`src/sv/b64e_pkg.sv`:
```
// Shared types, constants and the alphabet lookup for the base64 stream encoder.
// No dependencies; used by every other file of the block.
`default_nettype none

package b64e_pkg;

    localparam logic [15:0] DEF_OUTPUT_LIMIT = 16'hFFFF;
    localparam int          DEF_QUEUE_DEPTH  = 4;
    localparam logic [6:0]  PAD_CHAR         = 7'd61;   // '='

    // Work for the back end: up to two sextets from one request plus end flag.
    typedef struct packed {
        logic [5:0] sext0;
        logic [5:0] sext1;
        logic [1:0] nsext;
        logic       eom;
    } cmd_t;

    // Result fields as held in the output register.
    typedef struct packed {
        logic [6:0]  char_code;
        logic        char_valid;
        logic        message_done;
        logic        overflow_error;
        logic [15:0] char_count;
        logic        last_of_run;
    } result_t;

    // Standard alphabet: A-Z, a-z, 0-9, '+', '/'.
    function automatic logic [6:0] b64_char(input logic [5:0] v);
        logic [6:0] c;
        case (v) inside
            [6'd0:6'd25]:  c = 7'd65 + {1'b0, v};
            [6'd26:6'd51]: c = 7'd71 + {1'b0, v};
            [6'd52:6'd61]: c = {1'b0, v} - 7'd4;
            6'd62:         c = 7'd43;
            default:       c = 7'd47;
        endcase
        return c;
    endfunction

endpackage

`default_nettype wire

```
`src/sv/base64_stream_encoder_unit.sv`:
```
// Top level of the streaming base64 encoder: front end, work queue, back end.
// Depends on b64e_pkg, b64e_front, b64e_queue, b64e_back.
//
//  port group   dir  handshake            payload
//  input        in   in_valid/in_ready    data_byte, byte_present, end_of_message
//  result       out  out_valid/out_ready  char_code, char_valid, message_done,
//                                         overflow_error, char_count, last_of_run
//  config       in   cfg_write_en         cfg_write_data (output_limit)
//
// The front end takes one request per cycle while the queue has room; the back end
// emits one result per cycle unless out_ready stalls it. A queued request that is not
// dropped causes one to four results, and the back end takes no new request until the
// last of them is emitted. Requests dropped after an overflow give no result. Reset is
// asynchronous and sets output_limit to 65535. QUEUE_DEPTH requests buffer the front
// end against output stalls.
`default_nettype none

module base64_stream_encoder_unit #(
    parameter int QUEUE_DEPTH = b64e_pkg::DEF_QUEUE_DEPTH
) (
    input  wire logic        clk,
    input  wire logic        rst_n,
    input  wire logic        cfg_write_en,
    input  wire logic [15:0] cfg_write_data,
    input  wire logic        in_valid,
    output logic             in_ready,
    input  wire logic [7:0]  data_byte,
    input  wire logic        byte_present,
    input  wire logic        end_of_message,
    output logic             out_valid,
    input  wire logic        out_ready,
    output logic [6:0]       char_code,
    output logic             char_valid,
    output logic             message_done,
    output logic             overflow_error,
    output logic [15:0]      char_count,
    output logic             last_of_run
);

    logic              push_valid, push_ready, head_valid, pop;
    b64e_pkg::cmd_t    push_data, head;
    b64e_pkg::result_t result;

    b64e_front u_front (
        .clk            (clk),
        .rst_n          (rst_n),
        .in_valid       (in_valid),
        .in_ready       (in_ready),
        .data_byte      (data_byte),
        .byte_present   (byte_present),
        .end_of_message (end_of_message),
        .push_valid     (push_valid),
        .push_ready     (push_ready),
        .push_data      (push_data)
    );

    b64e_queue #(
        .DEPTH (QUEUE_DEPTH)
    ) u_queue (
        .clk        (clk),
        .rst_n      (rst_n),
        .push_valid (push_valid),
        .push_ready (push_ready),
        .push_data  (push_data),
        .pop_valid  (head_valid),
        .pop        (pop),
        .pop_data   (head)
    );

    b64e_back u_back (
        .clk            (clk),
        .rst_n          (rst_n),
        .cfg_write_en   (cfg_write_en),
        .cfg_write_data (cfg_write_data),
        .head_valid     (head_valid),
        .head           (head),
        .pop            (pop),
        .out_valid      (out_valid),
        .out_ready      (out_ready),
        .result         (result)
    );

    assign char_code      = result.char_code;
    assign char_valid     = result.char_valid;
    assign message_done   = result.message_done;
    assign overflow_error = result.overflow_error;
    assign char_count     = result.char_count;
    assign last_of_run    = result.last_of_run;

endmodule

`default_nettype wire

```
`src/sv/b64e_front.sv`:
```
// Front end: accepts requests, packs bytes into sextets, queues work for the back end.
// Depends on b64e_pkg (cmd_t).
`default_nettype none

module b64e_front (
    input  wire logic           clk,
    input  wire logic           rst_n,
    input  wire logic           in_valid,
    output logic                in_ready,
    input  wire logic [7:0]     data_byte,
    input  wire logic           byte_present,
    input  wire logic           end_of_message,
    output logic                push_valid,
    input  wire logic           push_ready,
    output b64e_pkg::cmd_t      push_data
);

    logic [3:0] acc_reg, acc_next;
    logic [2:0] rem_reg, rem_next;
    logic       accept;

    // Empty requests carry no work; they never wait on the queue beyond its full flag.
    assign in_ready   = push_ready;
    assign accept     = in_valid && in_ready;
    assign push_valid = in_valid && (byte_present || end_of_message);

    always_comb
    begin
        b64e_pkg::cmd_t c;
        logic [3:0] a;
        logic [2:0] r;
        c = '0;
        a = acc_reg;
        r = rem_reg;
        if (byte_present)
        begin
            case (rem_reg)
                3'd0:
                begin
                    c.sext0 = data_byte[7:2];
                    c.nsext = 2'd1;
                    a = {2'b00, data_byte[1:0]};
                    r = 3'd2;
                end
                3'd2:
                begin
                    c.sext0 = {acc_reg[1:0], data_byte[7:4]};
                    c.nsext = 2'd1;
                    a = data_byte[3:0];
                    r = 3'd4;
                end
                default:
                begin
                    c.sext0 = {acc_reg, data_byte[7:6]};
                    c.sext1 = data_byte[5:0];
                    c.nsext = 2'd2;
                    a = 4'd0;
                    r = 3'd0;
                end
            endcase
        end
        // flush leftover bits, zero padded, as one more sextet
        if (end_of_message && r != 3'd0)
        begin
            if (c.nsext == 2'd0)
                c.sext0 = (r == 3'd2) ? {a[1:0], 4'b0000} : {a, 2'b00};
            else
                c.sext1 = (r == 3'd2) ? {a[1:0], 4'b0000} : {a, 2'b00};
            c.nsext = c.nsext + 2'd1;
        end
        c.eom = end_of_message;
        push_data = c;
        if (end_of_message)
        begin
            acc_next = 4'd0;
            rem_next = 3'd0;
        end
        else
        begin
            acc_next = a;
            rem_next = r;
        end
    end

    always_ff @(posedge clk or negedge rst_n)
    begin
        if (!rst_n)
        begin
            acc_reg <= 4'd0;
            rem_reg <= 3'd0;
        end
        else if (accept)
        begin
            acc_reg <= acc_next;
            rem_reg <= rem_next;
        end
    end

endmodule

`default_nettype wire

```
`src/sv/b64e_queue.sv`:
```
// Small FIFO of back-end work between front and back.
// Depends on b64e_pkg (cmd_t).
`default_nettype none

module b64e_queue #(
    parameter int DEPTH = b64e_pkg::DEF_QUEUE_DEPTH
) (
    input  wire logic           clk,
    input  wire logic           rst_n,
    input  wire logic           push_valid,
    output logic                push_ready,
    input  wire b64e_pkg::cmd_t push_data,
    output logic                pop_valid,
    input  wire logic           pop,
    output b64e_pkg::cmd_t      pop_data
);

    localparam int PTR_W = $clog2(DEPTH);
    localparam int CNT_W = $clog2(DEPTH + 1);

    b64e_pkg::cmd_t entry_reg [DEPTH];
    logic [PTR_W-1:0] wr_ptr_reg, wr_ptr_next;
    logic [PTR_W-1:0] rd_ptr_reg, rd_ptr_next;
    logic [CNT_W-1:0] cnt_reg, cnt_next;
    logic do_push, do_pop;

    assign push_ready = (cnt_reg != CNT_W'(DEPTH));
    assign pop_valid  = (cnt_reg != '0);
    assign pop_data   = entry_reg[rd_ptr_reg];
    assign do_push    = push_valid && push_ready;
    assign do_pop     = pop && pop_valid;

    always_comb
    begin
        wr_ptr_next = wr_ptr_reg;
        rd_ptr_next = rd_ptr_reg;
        cnt_next    = cnt_reg;
        if (do_push)
            wr_ptr_next = (wr_ptr_reg == PTR_W'(DEPTH - 1)) ? '0 : wr_ptr_reg + 1'b1;
        if (do_pop)
            rd_ptr_next = (rd_ptr_reg == PTR_W'(DEPTH - 1)) ? '0 : rd_ptr_reg + 1'b1;
        if (do_push && !do_pop)
            cnt_next = cnt_reg + 1'b1;
        else if (do_pop && !do_push)
            cnt_next = cnt_reg - 1'b1;
    end

    always_ff @(posedge clk or negedge rst_n)
    begin
        if (!rst_n)
        begin
            wr_ptr_reg <= '0;
            rd_ptr_reg <= '0;
            cnt_reg    <= '0;
        end
        else
        begin
            wr_ptr_reg <= wr_ptr_next;
            rd_ptr_reg <= rd_ptr_next;
            cnt_reg    <= cnt_next;
        end
    end

    always_ff @(posedge clk)
    begin
        if (do_push)
            entry_reg[wr_ptr_reg] <= push_data;
    end

endmodule

`default_nettype wire

```
`src/sv/b64e_back.sv`:
```
// Back end: room checks, character and pad emission, message count, output register.
// Depends on b64e_pkg (cmd_t, result_t, b64_char, constants).
`default_nettype none

module b64e_back (
    input  wire logic           clk,
    input  wire logic           rst_n,
    input  wire logic           cfg_write_en,
    input  wire logic [15:0]    cfg_write_data,
    input  wire logic           head_valid,
    input  wire b64e_pkg::cmd_t head,
    output logic                pop,
    output logic                out_valid,
    input  wire logic           out_ready,
    output b64e_pkg::result_t   result
);

    logic [15:0] limit_reg;
    logic [15:0] count_reg, count_next;
    logic        aborted_reg, aborted_next;
    logic [1:0]  idx_reg, idx_next;
    logic        out_valid_reg, out_valid_next;
    b64e_pkg::result_t res_reg, res_next;

    logic        slot_free, go, emit;
    logic [16:0] count_p1;
    logic        room_fail, term_fail, has_sext, need_pad, more;
    logic [1:0]  idx_inc;
    logic [5:0]  sext_sel;

    assign slot_free = !out_valid_reg || out_ready;
    // dropped requests need no output slot
    assign go        = head_valid && (aborted_reg || slot_free);
    assign count_p1  = {1'b0, count_reg} + 17'd1;
    assign room_fail = count_p1 >= {1'b0, limit_reg};
    assign term_fail = count_reg >= limit_reg;
    assign has_sext  = idx_reg < head.nsext;
    assign need_pad  = head.eom && (count_reg[1:0] != 2'd0);
    assign idx_inc   = idx_reg + 2'd1;
    assign sext_sel  = idx_reg[0] ? head.sext1 : head.sext0;
    // after this char: another sextet, or padding still owed
    assign more      = (idx_inc < head.nsext) || (head.eom && (count_p1[1:0] != 2'd0));

    always_comb
    begin
        count_next     = count_reg;
        aborted_next   = aborted_reg;
        idx_next       = idx_reg;
        pop            = 1'b0;
        emit           = 1'b0;
        res_next       = res_reg;
        out_valid_next = out_valid_reg && !out_ready;
        if (go)
        begin
            if (aborted_reg)
            begin
                pop = 1'b1;
                if (head.eom)
                begin
                    aborted_next = 1'b0;
                    count_next   = 16'd0;
                end
            end
            else if (has_sext || need_pad)
            begin
                emit = 1'b1;
                if (room_fail)
                begin
                    res_next     = '{char_code: 7'd0, char_valid: 1'b0, message_done: 1'b1,
                                     overflow_error: 1'b1, char_count: count_reg,
                                     last_of_run: 1'b1};
                    pop          = 1'b1;
                    idx_next     = 2'd0;
                    aborted_next = !head.eom;
                    if (head.eom)
                        count_next = 16'd0;
                end
                else
                begin
                    res_next = '{char_code: has_sext ? b64e_pkg::b64_char(sext_sel)
                                                     : b64e_pkg::PAD_CHAR,
                                 char_valid: 1'b1, message_done: head.eom && !more,
                                 overflow_error: 1'b0, char_count: count_p1[15:0],
                                 last_of_run: !more};
                    if (more)
                    begin
                        count_next = count_p1[15:0];
                        if (has_sext)
                            idx_next = idx_inc;
                    end
                    else
                    begin
                        pop        = 1'b1;
                        idx_next   = 2'd0;
                        count_next = head.eom ? 16'd0 : count_p1[15:0];
                    end
                end
            end
            else
            begin
                // end request with nothing to emit: terminator check only
                emit         = 1'b1;
                res_next     = '{char_code: 7'd0, char_valid: 1'b0, message_done: 1'b1,
                                 overflow_error: term_fail, char_count: count_reg,
                                 last_of_run: 1'b1};
                pop          = 1'b1;
                idx_next     = 2'd0;
                count_next   = 16'd0;
                aborted_next = 1'b0;
            end
        end
        if (emit)
            out_valid_next = 1'b1;
    end

    always_ff @(posedge clk or negedge rst_n)
    begin
        if (!rst_n)
        begin
            limit_reg     <= b64e_pkg::DEF_OUTPUT_LIMIT;
            count_reg     <= 16'd0;
            aborted_reg   <= 1'b0;
            idx_reg       <= 2'd0;
            out_valid_reg <= 1'b0;
        end
        else
        begin
            if (cfg_write_en)
                limit_reg <= cfg_write_data;
            count_reg     <= count_next;
            aborted_reg   <= aborted_next;
            idx_reg       <= idx_next;
            out_valid_reg <= out_valid_next;
        end
    end

    always_ff @(posedge clk)
    begin
        if (emit)
            res_reg <= res_next;
    end

    assign out_valid = out_valid_reg;
    assign result    = res_reg;

`ifndef NO_ASSERTIONS
    // index rests at 2 while pads follow the second sextet
    a_idx_range: assert property (@(posedge clk) disable iff (!rst_n)
        idx_reg <= 2'd2)
        else $error("sextet index out of range");

    a_err_shape: assert property (@(posedge clk) disable iff (!rst_n)
        out_valid_reg && res_reg.overflow_error |->
            res_reg.message_done && !res_reg.char_valid && res_reg.last_of_run)
        else $error("malformed error result");

    a_done_aligned: assert property (@(posedge clk) disable iff (!rst_n)
        out_valid_reg && res_reg.char_valid && res_reg.message_done |->
            res_reg.char_count[1:0] == 2'd0)
        else $error("message ended off a four-char boundary");

    a_abort_silent: assert property (@(posedge clk) disable iff (!rst_n)
        aborted_reg |-> !emit)
        else $error("result emitted while message aborted");

    a_mid_run_idx: assert property (@(posedge clk) disable iff (!rst_n)
        go && !pop |=> head_valid)
        else $error("queue head lost mid run");
`endif

endmodule

`default_nettype wire
```
`config.mk`:
```
export PLATFORM = sky130hd
export DESIGN_NAME = base64_stream_encoder_unit
export DESIGN_NICKNAME = d
export VERILOG_FILES = /design/src/sv/b64e_pkg.sv /design/src/sv/base64_stream_encoder_unit.sv /design/src/sv/b64e_front.sv /design/src/sv/b64e_queue.sv /design/src/sv/b64e_back.sv
export SDC_FILE = /design/constraint.sdc
export NUM_CORES = 1
export LEC_CHECK = 0
export ABC_AREA = 1
export ABC_CLOCK_PERIOD_IN_PS = 11250
export BUFFER_PORTS_ARGS = -buffer_cell sky130_fd_sc_hd__buf_2
export CAP_MARGIN = 15
export CORE_AREA = 2 2 158 98
export DETAILED_ROUTE_END_ITERATION = 8
export DIE_AREA = 0 0 160 100
export PLACE_DENSITY = 0.76
export SETUP_SLACK_MARGIN = 0.05
export SYNTH_ARGS = -nofsm -noshare
export SYNTH_HDL_FRONTEND = slang
export SYNTH_SLANG_ARGS = --single-unit
export TNS_END_PERCENT = 30
```
`constraint.sdc`:
```
create_clock -name clk -period 11.25 [get_ports clk]
set_input_delay 2.25 -clock clk [delete_from_list [all_inputs] [get_ports clk]]
set_output_delay 2.25 -clock clk [all_outputs]
set_load 0.02 [all_outputs]
```
# == Yosys cells after proc, flatten, opt, wreduce, memory -nomap -nowiden ==
# Memory sizes are Yosys's and may differ from the RTL's.
# Index checks and enable logic that the tools add are counted.
# op_classes
add_sub_neg,10
n_bitwise,3
eq_ne,7
mux,50
n_reduce_logical,38
n_lt_le_gt_ge,10
# op_table
operator,n
$mux 16,6
$mux 6,6
$mux 14,2
$mux 7,3
$mux 20,1
$mux 18,1
$add 16x1->17 const B,1
$ge 17x16->1,1
$ge 16x16->1,1
$logic_and 1x1->1,15
$mux 3,5
$add 7x6->7 const A,2
$mux 1,14
$mux 2,7
$le 6x6->1 const B,2
$pmux 6 s2,1
$add 2x1->2 const B,4
$mux 4,2
$pmux 4 s2,1
$sub 6x3->7 const B,1
$eq 3x2->1 const B,2
$eq 6x6->1 const B,1
$ge 6x1->1 const B,1
$ge 6x5->1 const B,1
other kinds (19),37
# totals
ramBits,60
in_bits,31
ff_bits,77
output_inout_bits,29
elab_cells,136
mem_count,1
# mem_list
memory,words,width,read_ports,rd_ports_with_merged_regs,wr,line,text
u_queue.entry_reg,4,15,1,0,1,b64e_queue.sv:21,b64e_pkg::cmd_t entry_reg [DEPTH];

# == Longest topological paths before layout ==
# Gate-level depths: netlist of the first run.
# depth
word_depth,13
mapped_depth,25
mapped_depth_nobuf,25

# == Hierarchy ==
# A second synthesis of the first run with hierarchy kept.
# hier_totals
hier_cells,1045
hier_area_um2,8531.9
# by_module_without_submodules
module,area_each_um2,seq_area_each_um2,n_inst,cells_each
b64e_back,4858.4,1731.7,1,669
b64e_queue,2896.5,1976.9,1,234
b64e_front,777.0,175.2,1,142

# == Worst setup path before layout of the first run ==
# OpenSTA, ideal clock, no wires.
# synth_path
kind,input to register
start,in out_ready
end,reg u_queue.cnt_reg[2]
arrival_time_ns,4.002
cell_stages,12
slack_ns,7.117
setup_ns,0.131
path_buffers,1
t_required_ns,11.119
path_cell_list,nor2_1 -> nand2_1 -> nand2_1 -> inv_1 -> clkbuf_1 -> nand2_1 -> ha_1 -> inv_1 -> fa_1 -> a21oi_1 -> o21ai_0 -> xor2_1
# synth_between
elab_chain_cells,8
word_cells_on_any_way,10
classes_between,mux: 2; reduce/logical: 8
# synth_lines
element,line,text
"start, declared",base64_stream_encoder_unit.sv:31,"input wire logic out_ready,"
$logic_or 1x1->1 *,b64e_back.sv:31,assign slot_free = !out_valid_reg || out_ready;
$logic_or 1x1->1 *,b64e_back.sv:33,assign go = head_valid && (aborted_reg || slot_free);
$logic_and 1x1->1 *,b64e_back.sv:33,
$mux 1 *,b64e_back.sv:53,if (go)
$logic_and 1x1->1 *,b64e_queue.sv:31,assign do_pop = pop && pop_valid;
$logic_not 1->1,b64e_queue.sv:42,if (do_push && !do_pop)
$logic_and 1x1->1,b64e_queue.sv:42,
$mux 3 or $reduce_bool 2->1 (tied branches),n/a,
"end signal, assigned",b64e_queue.sv:60,cnt_reg <= cnt_next;
"end, declared",b64e_queue.sv:24,"logic [CNT_W-1:0] cnt_reg, cnt_next;"
# Every way passes the cells marked *; elsewhere a longest branch is shown, timed or not.
# A chain may end at the register's enable or synchronous reset.

# == Final worst setup path of the first run ==
# layout_path
start,reg u_back.count_reg[0]
end,reg u_queue.cnt_reg[2]
# layout_between
elab_chain_cells,13
word_cells_on_any_way,19
classes_between,add/sub: 1; order compare: 1; mux: 6; reduce/logical: 11
# layout_lines
element,line,text
"start, declared",b64e_back.sv:19,"logic [15:0] count_reg, count_next;"
"start signal, assigned",b64e_back.sv:130,count_reg <= count_next;
branches (longest 6 deep; another with $add 16x1->17),n/a,
$mux 1 *,b64e_back.sv:64,else if (has_sext || need_pad)
$mux 1 *,b64e_back.sv:55,if (aborted_reg)
$mux 1 *,b64e_back.sv:53,
$logic_and 1x1->1 *,b64e_queue.sv:31,
$logic_not 1->1,b64e_queue.sv:42,
$logic_and 1x1->1,b64e_queue.sv:42,
$mux 3 or $reduce_bool 2->1 (tied branches),n/a,
# Mark *: on every way between the ends.

==> impl_metrics.tcl, run 1 <==
set metrics [dict create \
    hold_violations 0 \
    path_class "register to register" \
    grt_antenna_before_repair 0 \
    ys_ff_latch 137 \
    wl_per_cell_um 15.9 \
    grt_first_pass_wirelength_um 34200 \
    areaGrowthSynthToFinish_pct 11.2 \
    syn_avg_cell_area_sq_um 8.11 \
    crit_slowest_cell "nor2_8" \
    ys_seq_area_frac 0.450 \
    cts_resized 0 \
    synth_top_area_cell "edfxtp_1" \
    cts_tree "yes" \
    wirelength_um 21100 \
    vias 7227 \
    synth_edf_count 87 \
    cts_buffers 17 \
    layout-drive-gt1-share 0.155 \
    cts_sinks 137 \
    synth_cell_types 48 \
    yosysTopAreaCellShare 0.303 \
    grt.total_usage 0.277 \
    worstPathArrival_ps 5900 \
    async_reset_ff_frac 0.365 \
    period_needed_ps 5590 \
    largest_register_ff_count 60 \
    diodes 0 \
    slew_viol_final 0 \
    worst_pin_slew_ps 920 \
    rows 35 \
    first_pass_iters 5 \
    htreeDepth 4 \
    finalSetupViolations 0 \
    cp.required_ps 11560 \
    final_util 0.649 \
    first_global_vias 6515 \
    crit_buf_inv 2 \
    start_util 0.583 \
    maxSlewHeadroom 0.386 \
    total_leakage_power_nw 4.66 \
    boundaryPins 60 \
    hold_class "register to register" \
    hpwl_um 15000 \
    ant_nets 0 \
    finClkSkew_ps 19.1 \
    nNetsFinal 1198 \
    powerDensity_nw_per_um2 324 \
    rsz0062_at_grt "false" \
    globalplace.congestion 0.971 \
    r2r_slack_ps 5660 \
    die_w_um 160 \
    holdBufCountCts 0 \
    syn_inst 1064 \
    core_area_sq_um 14800 \
    status "finished, final reports clean" \
    drc 0 \
    grt_max_degree 51 \
    fin_crit_sh 0.497 \
    first_iter_violations 873 \
    die-area_sq_um 16000 \
    ys_top_cells_by_area "edfxtp_1 30%, nand2_1 12%, dfrtp_1 9.9%, ha_1 7.4%, inv_1 7.3%" \
    fin_setup_tns_ps 0 \
    fmax_mhz 179 \
    ys_warn_count 0 \
    clk_pin_slew_ps 70 \
    crit_family "simple AND/OR/NAND/NOR gates" \
    syn-num-nets 1147 \
    die_h_um 100 \
    cts_buffer_depth 2 \
    syn_area_sq_um 8630 \
    cts_setup_buffers 0 \
    path_max_fanout 42 \
    cp-end-kind "register" \
    crit_path_cell_trace "ha_1 -> nand3_2 -> nor2_4 -> nand2_1 -> nor2_1 -> nand3_1 -> xnor2_1 -> ha_1 -> a21oi_1 -> o211ai_1 -> inv_1 -> nand2_1 -> nor2_1 -> nand3_2 -> nor2_8 -> nand3_1 -> nand2_1 -> ha_1 -> inv_1 -> fa_1 -> a21oi_1 -> o21ai_0 -> xor2_1" \
    synth_most_common_cell "nand2_1" \
    clk_latency_ps 430 \
    synth_common_cells "275 x nand2_1, 169 x inv_1, 87 x edfxtp_1" \
    peakVddDrop_v 0.000178 \
    cp-start-kind "register" \
    cts-root-buf "clkbuf_16" \
    synth_ff_type "edfxtp_1" \
    routed_via_density 5.43 \
    grt-ovfl-total 0 \
    drv_cap 0 \
    port_buffers 59 \
    max_stage_delay_ps 640 \
]
-- path summary, 6_finish.rpt --
path | from | endpoint | cells after the start
max in group asynchronous | rst_n | u_front.acc_reg[0] | 2
setup reg to reg | u_back.count_reg[0] | u_queue.cnt_reg[2] | 23
hold reg to reg | u_front.rem_reg[0] | u_front.rem_reg[0] | 2
hold / removal | u_front.rem_reg[0] | u_front.rem_reg[0] | 2
min in group asynchronous | rst_n | u_back.count_reg[2] | 2
setup / recovery | u_back.count_reg[0] | u_queue.cnt_reg[2] | 23
-- cell type report --
type / instances / area (sq um)
clock buffer: 18 / 429
clock inverter: 14 / 146
fill: 1248 / 5200
inverter: 183 / 687
multi-input combinational: 712 / 3870
sequential: 137 / 3880
tap: 203 / 254
timing repair buffer: 64 / 333
-- layout by cell type, fill, tap and decap left out, types with 4 or more instances in the layout --
master and instances:
nand2_1 275, inv_1 169, edfxtp_1 87, nand3_1 85
nor2_1 78, buf_2 59, o21ai_0 52, ha_1 51
dfrtp_1 34, a21oi_1 32, o22ai_1 18, xor2_1 17
nand2_2 17, clkbuf_16 17, dfstp_2 16, inv_2 13
nand3_2 12, o21ai_1 11, nand4_1 11, nor3_1 10
nand2_4 6, buf_4 5, nor2_4 4, o211ai_1 4
nor2_2 4, xnor2_1 4
-- worst min-delay path, delay by kind of cell (launching register included) --
kind                   cells  cell delay [ps]
DFF                        1              390
buffers and inverters      1               60
and+or+nand+nor            1               40
-- logic make-up after synthesis --
| group | synth area share |
|---|---|
| buf+inv | 0.103 |
| simple gates | 0.264 |
| compound gates | 0.0830 |
| fa+ha+maj | 0.0762 |
| mux | 0.00246 |
| xor+xnor | 0.0213 |
| flops | 0.450 |
-- metrics by stage --
step	total power (W)	setup slack (ps)	hold WS [ps]	std cells	instance area (sq um)
floorplan	0.00213	7120	473	1064	8630
global placement	0.00249	6100	491	1299	9030
detailed placement	0.00251	5850	504	1299	9030
CTS	0.00308	5820	513	1331	9600
global route	0.00335	5280	556	1331	9600
finish	0.00311	5660	513	1331	9600
-- metal layers --
metal	share of wire	wire [um]	track usage
met1	0.49	10300	0.448
met2	0.38	7920	0.359
met3	0.12	2600	0.0781
met4	0.012	257	0.0672
met5	0	0	0
-- report_power, final --
group / switching [W] / total [W] / internal [W]
clock: 0.000229 / 0.000556 / 0.000327
sequential: 0.000108 / 0.000854 / 0.000746
combinational: 0.00118 / 0.00170 / 0.000517
Note: power is estimated with default switching activity, not from simulation.
==> inputs of run 2 (changes only) <==
Settings changed: ABC_AREA 1 to 0, ABC_CLOCK_PERIOD_IN_PS 11250 to 5530, CORE_AREA 2 2 158 98 to 2 2 150 94, DIE_AREA 0 0 160 100 to 0 0 152 96, PLACE_DENSITY 0.76 to 0.75.
Clock period 11.25 ns to 5.53 ns, I/O delays scaled along.
==> impl_metrics.tcl, run 2 <==
set metrics [dict create \
    status "finished, final reports clean" \
    final_cell_area_sq_um 8810 \
    peakVddDrop_v 0.000357 \
    layout_common_cells "87 x edfxtp_1, 74 x nand2_1, 59 x buf_2, 50 x ha_1, 48 x o21ai_0" \
    routed_via_density 6.08 \
    cp.required_ps 5880 \
    grt_antenna_before_repair 0 \
    layout-drive-gt1-share 0.220 \
    period_needed_ps 5040 \
    async_reset_ff_frac 0.365 \
    grt.total_usage 0.256 \
    first_global_vias 5265 \
    multi_input_area_sq_um 3580 \
    largest_register_ff_count 60 \
    grt_first_pass_wirelength_um 28400 \
    hold_violations 0 \
    placed_cell_area_sq_um 8160 \
    cts_buffer_depth 2 \
    ys_top_cells_by_area "edfxtp_1 34%, dfrtp_1 11%, ha_1 8.2%, dfstp_2 5.4%, mux4_2 3.8%" \
    yosysTopAreaCellShare 0.337 \
    syn_avg_cell_area_sq_um 11.1 \
    synth_most_common_cell "edfxtp_1" \
    htreeDepth 4 \
    ys_seq_area_frac 0.501 \
    vias 5682 \
    nNetsFinal 830 \
    areaGrowthSynthToFinish_pct 13.6 \
    rows 33 \
    port_buffers 59 \
    drv_cap 0 \
    grt-ovfl-total 0 \
    die_w_um 152 \
    syn-num-nets 779 \
    synth_edf_count 87 \
    ys_ff_latch 137 \
    maxSlewHeadroom 0.450 \
    crit_family "simple AND/OR/NAND/NOR gates" \
    die-area_sq_um 14600 \
    worst_pin_slew_ps 825 \
    fin_crit_sh 0.912 \
    cts-root-buf "clkbuf_16" \
    synth_cell_types 70 \
    final_common_cell "edfxtp_1" \
    boundaryPins 60 \
    ant_nets 0 \
    crit_slowest_cell "dfrtp_1" \
    cp_num_cells 21 \
    cp-end-kind "register" \
    wirelength_um 18000 \
    syn_area_sq_um 7750 \
    powerDensity_nw_per_um2 567 \
    cts_buffers 17 \
    fmax_mhz 198 \
    path_class "register to register" \
    whs_ps 508 \
    seqCellArea_sq_um 3880 \
    clk_latency_ps 430 \
    path_max_fanout 16 \
    synth_ff_type "edfxtp_1" \
    synth_top_area_cell "edfxtp_1" \
    reg2reg_depth 21 \
    wl_per_cell_um 19.2 \
    syn_inst 696 \
    grt_max_degree 51 \
    hold_class "register to register" \
    drc 0 \
    globalplace.congestion 0.893 \
    diodes 0 \
    hpwl_um 12900 \
    fin_setup_tns_ps 0 \
    cts_tree "yes" \
    fill_cells 953 \
    finClkSkew_ps 8.98 \
    rsz0062_at_grt "false" \
    die_h_um 96 \
    crit_buf_inv 2 \
    max_stage_delay_ps 460 \
    slew_viol_final 0 \
    holdBufCountCts 0 \
    ys_warn_count 0 \
    whs_path_depth 1 \
    finalSetupViolations 0 \
    finalPower_w 0.00499 \
    first_pass_iters 6 \
    crit_path_cell_trace "and3_1 -> nand3_1 -> nor2_4 -> nand3_1 -> or2_2 -> xnor2_1 -> ha_1 -> nand2_1 -> o211ai_1 -> a221oi_1 -> o21ai_2 -> nand2b_4 -> inv_4 -> nand2b_1 -> o21ai_2 -> ha_1 -> inv_1 -> fa_1 -> xor2_1 -> nor2_1 -> xor2_1" \
    clk_pin_slew_ps 60 \
    core_area_sq_um 13300 \
    start_util 0.585 \
    total_leakage_power_nw 3.80 \
    first_iter_violations 621 \
    synth_common_cells "87 x edfxtp_1, 74 x nand2_1, 51 x ha_1" \
    worstPathArrival_ps 5390 \
    cp-start-kind "register" \
    cts_sinks 137 \
]
-- run 2: worst paths after layout --
kind,start,to,slack [ps]
max,u_back.count_reg[0],u_queue.cnt_reg[2],490
min,u_queue.cnt_reg[2],u_queue.cnt_reg[2],510
max reg2reg,u_back.count_reg[0],u_queue.cnt_reg[2],490
min reg2reg,u_queue.cnt_reg[2],u_queue.cnt_reg[2],510
max in group asynchronous,rst_n,u_back.count_reg[2],4220
min in group asynchronous,rst_n,u_back.count_reg[10],800
-- run 2: metrics by stage --
step	util	std cells	worst slack, ps
2_1_floorplan	-	696	1090
3_3_place_gp	0.616	902	481
3_5_place_dp	0.616	902	226
4_1_cts	0.662	934	130
5_1_grt	0.664	935	140
6_report	0.664	935	487
-- run 2: power by group --
part	switching, W	internal, W	leakage [nW]
sequential	0.000132	0.00142	1.45
clock	0.000435	0.000745	0.305
combinational	0.00145	0.000813	2.05
-- run 2: layout make-up --
type,count,area share
Multi-Input combinational cell,484,0.407
Tap cell,175,0.0249
Inverter,40,0.0173
Clock inverter,12,0.0166
Sequential cell,137,0.441
Clock buffer,20,0.0531
Timing Repair Buffer,67,0.0404
-- run 2: metal layers --
| layer | track usage | up-vias | wire, um |
|---|---|---|---|
| met5 | 0 | - | 0 |
| met4 | 0.0779 | 0 | 178 |
| met3 | 0.0675 | 21 | 1650 |
| met2 | 0.348 | 255 | 7360 |
| met1 | 0.398 | 2752 | 8790 |
| li1 | - | 2654 | - |
-- run 2: cells by family (layout without fill, tap and decap cells) --
family,Yosys count,count (layout),share of synthesized area
AO/OA/AOI/OAI,149,149,0.128
XOR/XNOR,35,35,0.0396
adder cells (fa/ha/maj),52,52,0.0849
buffers and inverters,75,139,0.0399
flip-flops,137,137,0.501
multiplexers,33,33,0.0670
AND/OR/NAND/NOR,215,215,0.139
-- run 2: what timing repair did --
action                                  CTS  global route
gates resized for setup                   0             7
endpoints found under the hold margin     0             0
setup buffers                             0             1
endpoints found under the setup margin    0             2
==> inputs of run 3 (changes only) <==
Settings changed: CORE_AREA 2 2 150 94 to 2 2 112 125, DIE_AREA 0 0 152 96 to 0 0 114 127.
==> impl_metrics.tcl, run 3 (same netlist as run 2, synthesis figures left out) <==
set metrics [dict create \
    status "finished, final reports clean" \
    hpwl_um 11500 \
    worstPathArrival_ps 5490 \
    r2r-start "u_back.count_reg[2]" \
    power.switching_w 0.00190 \
    wl_per_cell_um 17.8 \
    p_seq_frac 0.325 \
    path_max_fanout 16 \
    grt.total_usage 0.240 \
    finalSetupViolations 0 \
    switching_share 0.394 \
    total_leakage_power_nw 3.76 \
    fmax_mhz 195 \
    boundaryPins 60 \
    path_class "register to register" \
    startpoint "u_back.count_reg[2]" \
    cts_setup_buffers 0 \
    cts_tree "yes" \
    cts_sinks 137 \
    areaGrowthSynthToFinish_pct 12.5 \
    fin_crit_sh 0.930 \
    grt.busiest_layer "met2" \
    placed_cell_area_sq_um 8120 \
    nNetsFinal 827 \
    maxSlewHeadroom 0.436 \
    final_util 0.665 \
    finClkSkew_ps 7.94 \
    drv_cap 0 \
    cp-start-kind "register" \
    crit_slowest_cell "dfrtp_1" \
    vias 5553 \
    final_common_cell "edfxtp_1" \
    use_met2 0.370 \
    diodes 0 \
    period_needed_ps 5140 \
    hold_violations 0 \
    final_cell_area_sq_um 8720 \
    largest_register_ff_count 60 \
    globalplace.congestion 0.896 \
    first_pass_iters 4 \
    clk_pin_slew_ps 60 \
    peakVddDrop_v 0.000353 \
    start_util 0.591 \
    clk_latency_ps 430 \
    first_global_vias 5382 \
    crit_family "simple AND/OR/NAND/NOR gates" \
    first_iter_violations 535 \
    fill_cells 961 \
    die-area_sq_um 14500 \
    grt_antenna_before_repair 0 \
    layout-drive-gt1-share 0.207 \
    pwr-share-comb 0.446 \
    grt_util_met3 0.0451 \
    crit_path_cell_trace "and3_1 -> nand3_1 -> nor2_4 -> nand3_1 -> or2_2 -> xnor2_1 -> ha_1 -> nand2_1 -> o211ai_1 -> a221oi_1 -> o21ai_2 -> nand2b_4 -> inv_4 -> nand2b_1 -> o21ai_2 -> ha_1 -> inv_1 -> fa_1 -> xor2_1 -> nor2_1 -> xor2_1" \
    grtUsageMet1 0.336 \
    pwr-share-clk 0.229 \
    routed_via_density 6.05 \
    hold_class "register to register" \
    seqCellArea_sq_um 3880 \
    fin_setup_tns_ps 0 \
    cts-root-buf "clkbuf_16" \
    die_w_um 114 \
    powerDensity_nw_per_um2 553 \
    multi_input_area_sq_um 3570 \
    core_area_sq_um 13100 \
    cp.required_ps 5880 \
    rsz0062_at_grt "false" \
    ant_nets 0 \
    wirelength_um 16300 \
    grt-ovfl-total 0 \
    port_buffers 59 \
    htreeDepth 4 \
    p_int_w 0.00292 \
    drc 0 \
    worst_pin_slew_ps 846 \
    die_h_um 127 \
    crit_buf_inv 2 \
    grt_max_degree 51 \
    cts_buffers 17 \
    finalPower_w 0.00482 \
    slew_viol_final 0 \
    layout_common_cells "87 x edfxtp_1, 74 x nand2_1, 59 x buf_2, 50 x ha_1, 48 x o21ai_0" \
    hp-start "u_queue.cnt_reg[2]" \
    cp-end-kind "register" \
    rows 44 \
    grt_first_pass_wirelength_um 26700 \
    max_stage_delay_ps 500 \
    cts_buffer_depth 2 \
]
==> run 3: repair_timing <==
action                     in CTS  in global routing
setup endpoints to repair       0                  2
hold endpoints to repair        0                  0
hold buffers                    0                  0
resized for setup               0                  5
==> run 3: final timing paths <==
check / end / slack, ps / cells after the start
max: u_queue.cnt_reg[2] / 390 / 21
min: u_queue.cnt_reg[2] / 510 / 1
max reg2reg: u_queue.cnt_reg[2] / 390 / 21
min reg2reg: u_queue.cnt_reg[2] / 510 / 1
max in group asynchronous: u_back.count_reg[1] / 4290 / 2
min in group asynchronous: u_back.count_reg[10] / 790 / 2
==> run 3: area by class of cell <==
class | count | share of cell area
Sequential cell | 137 | 0.446
Multi-Input combinational cell | 484 | 0.410
Clock buffer | 22 | 0.0510
Timing Repair Buffer | 64 | 0.0382
Tap cell | 161 | 0.0231
Inverter | 40 | 0.0175
Clock inverter | 10 | 0.0145
==> run 3: power by group through the flow <==
stage	clock network [W]	registers [W]	logic (W)
6_report	0.00110	0.00157	0.00215
3_3_place_gp	0	0.00157	0.00208
4_1_cts	0.00112	0.00157	0.00213
3_5_place_dp	0	0.00158	0.00211
2_1_floorplan	0	0.00163	0.00155
5_1_grt	0.00117	0.00159	0.00238
==> run 3: per-stage QoR <==
step                hold WS (ps)  instances  setup slack, ps
detailed placement           509        885              305
global route                 528        918             64.1
finish                       514        918              389
CTS                          523        917              255
floorplan                    464        696             1090
global placement             483        885              426
==> run 3: layer usage <==
layer  wire, um  up-vias
li1           -     2659
met1       7520     2703
met2       7660      157
met3        791       34
met4        359        0
met5          0        -
